--- config.mk ---
export PLATFORM = sky130hd
export DESIGN_NAME = pmst_min_unit
export DESIGN_NICKNAME = d
export VERILOG_FILES = /design/src/rtl/pmst_pkg.sv /design/src/rtl/pmst_min_unit.sv
export SDC_FILE = /design/constraint.sdc
export NUM_CORES = 1
export LEC_CHECK = 0
export BUFFER_PORTS_ARGS = -buffer_cell sky130_fd_sc_hd__buf_2
export CORE_MARGIN = 5
export CORE_UTILIZATION = 57
export DETAILED_ROUTE_END_ITERATION = 12
export PLACE_DENSITY = 0.84
export SYNTH_ARGS = -nofsm -noshare
export SYNTH_HDL_FRONTEND = slang
export SYNTH_SLANG_ARGS = --single-unit
export TNS_END_PERCENT = 30
--- constraint.sdc ---
create_clock -name clk -period 5.4 [get_ports clk]
set_clock_uncertainty 0.1 [all_clocks]
set_input_delay 0.54 -clock clk [delete_from_list [all_inputs] [get_ports clk]]
set_output_delay 0.54 -clock clk [all_outputs]
set_load 0.01 [all_outputs]
--- src/rtl/pmst_pkg.sv ---
// Package for the Prim spanning tree block: field widths, op codes,
// sequencer states and the control struct of the shared compare unit.
// No dependencies.
package pmst_pkg;

    // Fixed field widths of the channels and the configuration register.
    localparam int OP_W      = 2;
    localparam int NODE_ID_W = 4;
    localparam int EDGE_W    = 16;
    localparam int COST_W    = 20;
    localparam int CFG_W     = 5;

    localparam logic [COST_W-1:0] COST_MAX = {COST_W{1'b1}};

    // Reset value of the node count register.
    localparam logic [CFG_W-1:0] NODE_COUNT_RST = 5'd2;

    // Input op codes; code 3 is accepted and ignored.
    typedef enum logic [OP_W-1:0] {
        OP_WRITE = 2'd0,
        OP_START = 2'd1,
        OP_CLEAR = 2'd2
    } op_t;

    // Sequencer states.
    typedef enum logic [2:0] {
        ST_CLEAR,
        ST_IDLE,
        ST_WR2,
        ST_SCAN,
        ST_SCAN_END,
        ST_PICK,
        ST_LOAD
    } state_t;

    // Control of the shared minimum search unit.
    typedef struct packed {
        logic init;
        logic sample;
    } cmp_ctl_t;

endpackage

--- src/rtl/pmst_min_unit.sv ---
// Shared minimum search unit: keeps the smallest weight seen in a scan and
// where it was found; the first of equal weights wins. Depends on pmst_pkg.
module pmst_min_unit #(
    parameter int NODE_W = 4,
    parameter int DATA_W = 16
) (
    input  logic               clk,
    input  logic               rst_n,
    input  pmst_pkg::cmp_ctl_t ctl,
    input  logic [DATA_W-1:0]  sample_w,
    input  logic [NODE_W-1:0]  sample_row,
    input  logic [NODE_W-1:0]  sample_col,
    output logic               found,
    output logic [NODE_W-1:0]  best_row,
    output logic [NODE_W-1:0]  best_col
);

    logic              found_reg, found_next;
    logic [DATA_W-1:0] best_reg, best_next;
    logic [NODE_W-1:0] row_reg, row_next;
    logic [NODE_W-1:0] col_reg, col_next;

    // One compare per cycle against the running best.
    always_comb
    begin
        found_next = found_reg;
        best_next  = best_reg;
        row_next   = row_reg;
        col_next   = col_reg;
        priority if (ctl.init)
        begin
            found_next = 1'b0;
            best_next  = '0;
            row_next   = '0;
            col_next   = '0;
        end
        else if (ctl.sample && (!found_reg || (sample_w < best_reg)))
        begin
            found_next = 1'b1;
            best_next  = sample_w;
            row_next   = sample_row;
            col_next   = sample_col;
        end
        else
        begin
            // The running best holds.
        end
    end

    always_ff @(posedge clk or negedge rst_n)
    begin
        if (!rst_n)
        begin
            found_reg <= 1'b0;
            row_reg   <= '0;
            col_reg   <= '0;
        end
        else
        begin
            found_reg <= found_next;
            row_reg   <= row_next;
            col_reg   <= col_next;
        end
    end

    always_ff @(posedge clk)
    begin
        best_reg <= best_next;
    end

    assign found    = found_reg;
    assign best_row = row_reg;
    assign best_col = col_reg;

endmodule

==> run_results.csv <==
group,metric,value,unit
run_status,status,"finished clean",
grt,grt.overflow.total,0,
clock_tree,cts_resized,0,
clock_tree,cts-root-buf,"clkbuf_4",
detailed_routing,first_iter_violations,34,
power,power.density,228.9,nW/um2
critical_path,critical_path.startpoint,"best_reg[9]$_SDFFE_PP0P_",
finish,layout_common_cells,"nand2b_1, buf_2, mux2i_1",
detailed_routing,avgRoutedWirePerCell,12.88,um
finish,multi_input_area,883.3,um2
timing,layout_min_cycle_time,2.496,ns
clock_tree,cts_tree,"done",
critical_path,reg2reg_from,"best_reg[9]$_SDFFE_PP0P_",
floorplanning,start_util,60.81,%
finish,fin_util,69.59,%
finish,layout_commonest_cell,"nand2b_1",
critical_path,worst_ep_required_time,5.55,ns
finish,area_delta_synth_final,14.44,%
finish,diodes,0,
detailed_routing,vias_per_cell,5.155,
hold_path,hold_class,"input port to flop",
grt,grt_pass1_vias,1176,
timing,worst_pin_slew,0.5806,ns
critical_path,cp-endpoint,"best_row[2]$_DFFE_PN0P_",
synth,postSynthAreaPerCell,9.528,um2
clock_tree,post_cts_buffers,0,
finish,largest_reg_flops,16,
grt,track_usage,17.32,%
detailed_routing,drc,0,
power,vdd_drop_max,0.2068,mV
clock_tree,cts_inserted_buffers,3,
detailed_routing,ant_nets,0,
detailed_routing,drt-pass1-iter-count,4,
clock_tree,cts.sinks,25,
finish,drive_gt1_share,21.94,%
finish,ff_latch_area,545.5,um2
floorplanning,rows,18,
synth,yosys_warnings,0,
synth,yosys_register_bits,25,
grt,grt_pass1_wl,4892,um
clock_tree,ctsHoldBuffers,1,
detailed_routing,drt_wl_total,2911,um
finish,fin_area,1755,um2
placement,dpl_cell_area,1718,um2
floorplanning,die_w,61.88,um
synth,synthesis.area,1534,um2
finish,fin_nets,240,
floorplanning,coreArea,2522,um2
timing,slew_viol_final,0,
synth,ys_seq_area_share,35.56,%
clock_tree,clk_pin_slew,0.14,ns
clock_tree,clk_latency,0.32,ns
grt,antenna_found_initial,0,
placement,gp_congestion,0.7245,
floorplanning,io_pins,37,
floorplanning,dieArea,3829,um2
critical_path,r2r_end,"best_row[2]$_DFFE_PN0P_",
placement,io_buffer_count,36,
synth,syn_inst,161,
run,cap_violations,0,
finish,fillCellCount,215,
timing,fin_crit_sh,46.23,%
critical_path,rrSetupSlack,2.90,ns
detailed_routing,dr_total_vias,1165,
timing,final_hold_viol_count,0,
critical_path,worstRegToRegCells,8,
timing,rsz0062_at_grt,"no",
synth,synth_nets,204,
critical_path,worstSetupEndpointType,"flop",
critical_path,cp-start-kind,"flop",
floorplanning,dieHeight,61.88,um
critical_path,critical_path_class,"flop to flop",
timing,setup-violations-final,0,
grt,grt_max_degree,50,
critical_path,critPathMaxFanout,18,
power,power.leakage,0.8520,nW
clock_tree,cts_buffer_depth,2,
placement,post-dp-hpwl,2262,um
synth,yosysUniqueCellTypes,19,
critical_path,worstPathArrival,2.64,ns
timing,slew_headroom,61.29,%
timing,fmax,400.6,MHz
timing,fin_setup_tns,0,ns
clock_tree,h-tree-depth,1,
==> worst max-delay path, stage by stage, from the launching register on <==
cell      delay, ns
dfxtp_1        0.36
inv_1          0.05
ha_1           0.33
nand4_1        0.12
a211oi_1       0.21
a32oi_1        0.09
a22oi_2        0.49
buf_4          0.41
mux2i_1        0.25
==> logic make-up after synthesis <==
family / share of synthesized area [%]
AO/OA/AOI/OAI: 7.177
multiplexers: 15.66
adder cells (fa/ha/maj): 12.23
AND/OR/NAND/NOR: 22.51
flip-flops: 35.56
buffers and inverters: 6.851
==> how the worst min path moves through the flow <==
| stage | start | slack (ns) | end | cells after the start |
|---|---|---|---|---|
| 2_1_floorplan | rst_n | 0.14 | best_col[0]$_DFFE_PN0P_ | 0 |
| 3_3_place_gp | rst_n | 0.30 | best_row[2]$_DFFE_PN0P_ | 1 |
| 3_5_place_dp | rst_n | 0.30 | best_row[2]$_DFFE_PN0P_ | 1 |
| 4_1_cts | sample_col[1] | 0.34 | best_col[1]$_DFFE_PN0P_ | 3 |
| 5_1_grt | sample_col[2] | 0.33 | best_col[2]$_DFFE_PN0P_ | 3 |
| 6_report | sample_col[1] | 0.34 | best_col[1]$_DFFE_PN0P_ | 3 |
==> per-layer routing <==
metal	share of wire, %	track usage [%]	vias up
li1	-	-	601
met1	45	20.77	536
met2	48	30.04	24
met3	4.8	3.512	4
met4	1.6	7.273	0
met5	0	0	-
==> power breakdown <==
part / switching [mW] / internal, mW
registers: 0.00863 / 0.202
logic: 0.0549 / 0.0521
clock network: 0.0563 / 0.0277
==> synthesized netlist by cell type (all sizes together) <==
cell,number,area (um2)
nand2b,49,306.5
mux2i,24,240.2
inv,17,63.81
dfxtp,16,320.3
ha,15,187.7
dfrtp,9,225.2
a21oi,6,30.03
clkbuf,5,18.77
o21ai,5,25.02
nor2,3,11.26
buf,2,22.52
nand2,2,7.510
nand4,2,12.51
a2111o,1,11.26
a2111oi,1,15.01
a211oi,1,7.510
a22oi,1,12.51
a32oi,1,8.760
or2b,1,7.510
==> through the flow <==
stage | instances | total power, mW | worst slack [ns] | hold WS (ns)
after floorplan | 161 | 0.2895 | 3.219 | 0.1444
after global placement | 221 | 0.3156 | 2.746 | 0.2952
after detailed placement | 221 | 0.3225 | 2.615 | 0.2996
after CTS | 226 | 0.4054 | 2.880 | 0.3393
after global routing | 226 | 0.4316 | 2.703 | 0.3335
final | 226 | 0.4019 | 2.904 | 0.3421
==> area by class of cell <==
class	count	area share, %
clock buffer	3	1.283
clock inverter	1	0.2851
inverter	17	3.635
multi-input combinational	112	50.32
sequential	25	31.08
tap	30	2.138
timing repair buffer	38	11.26
(Power assumes the default switching activity.)
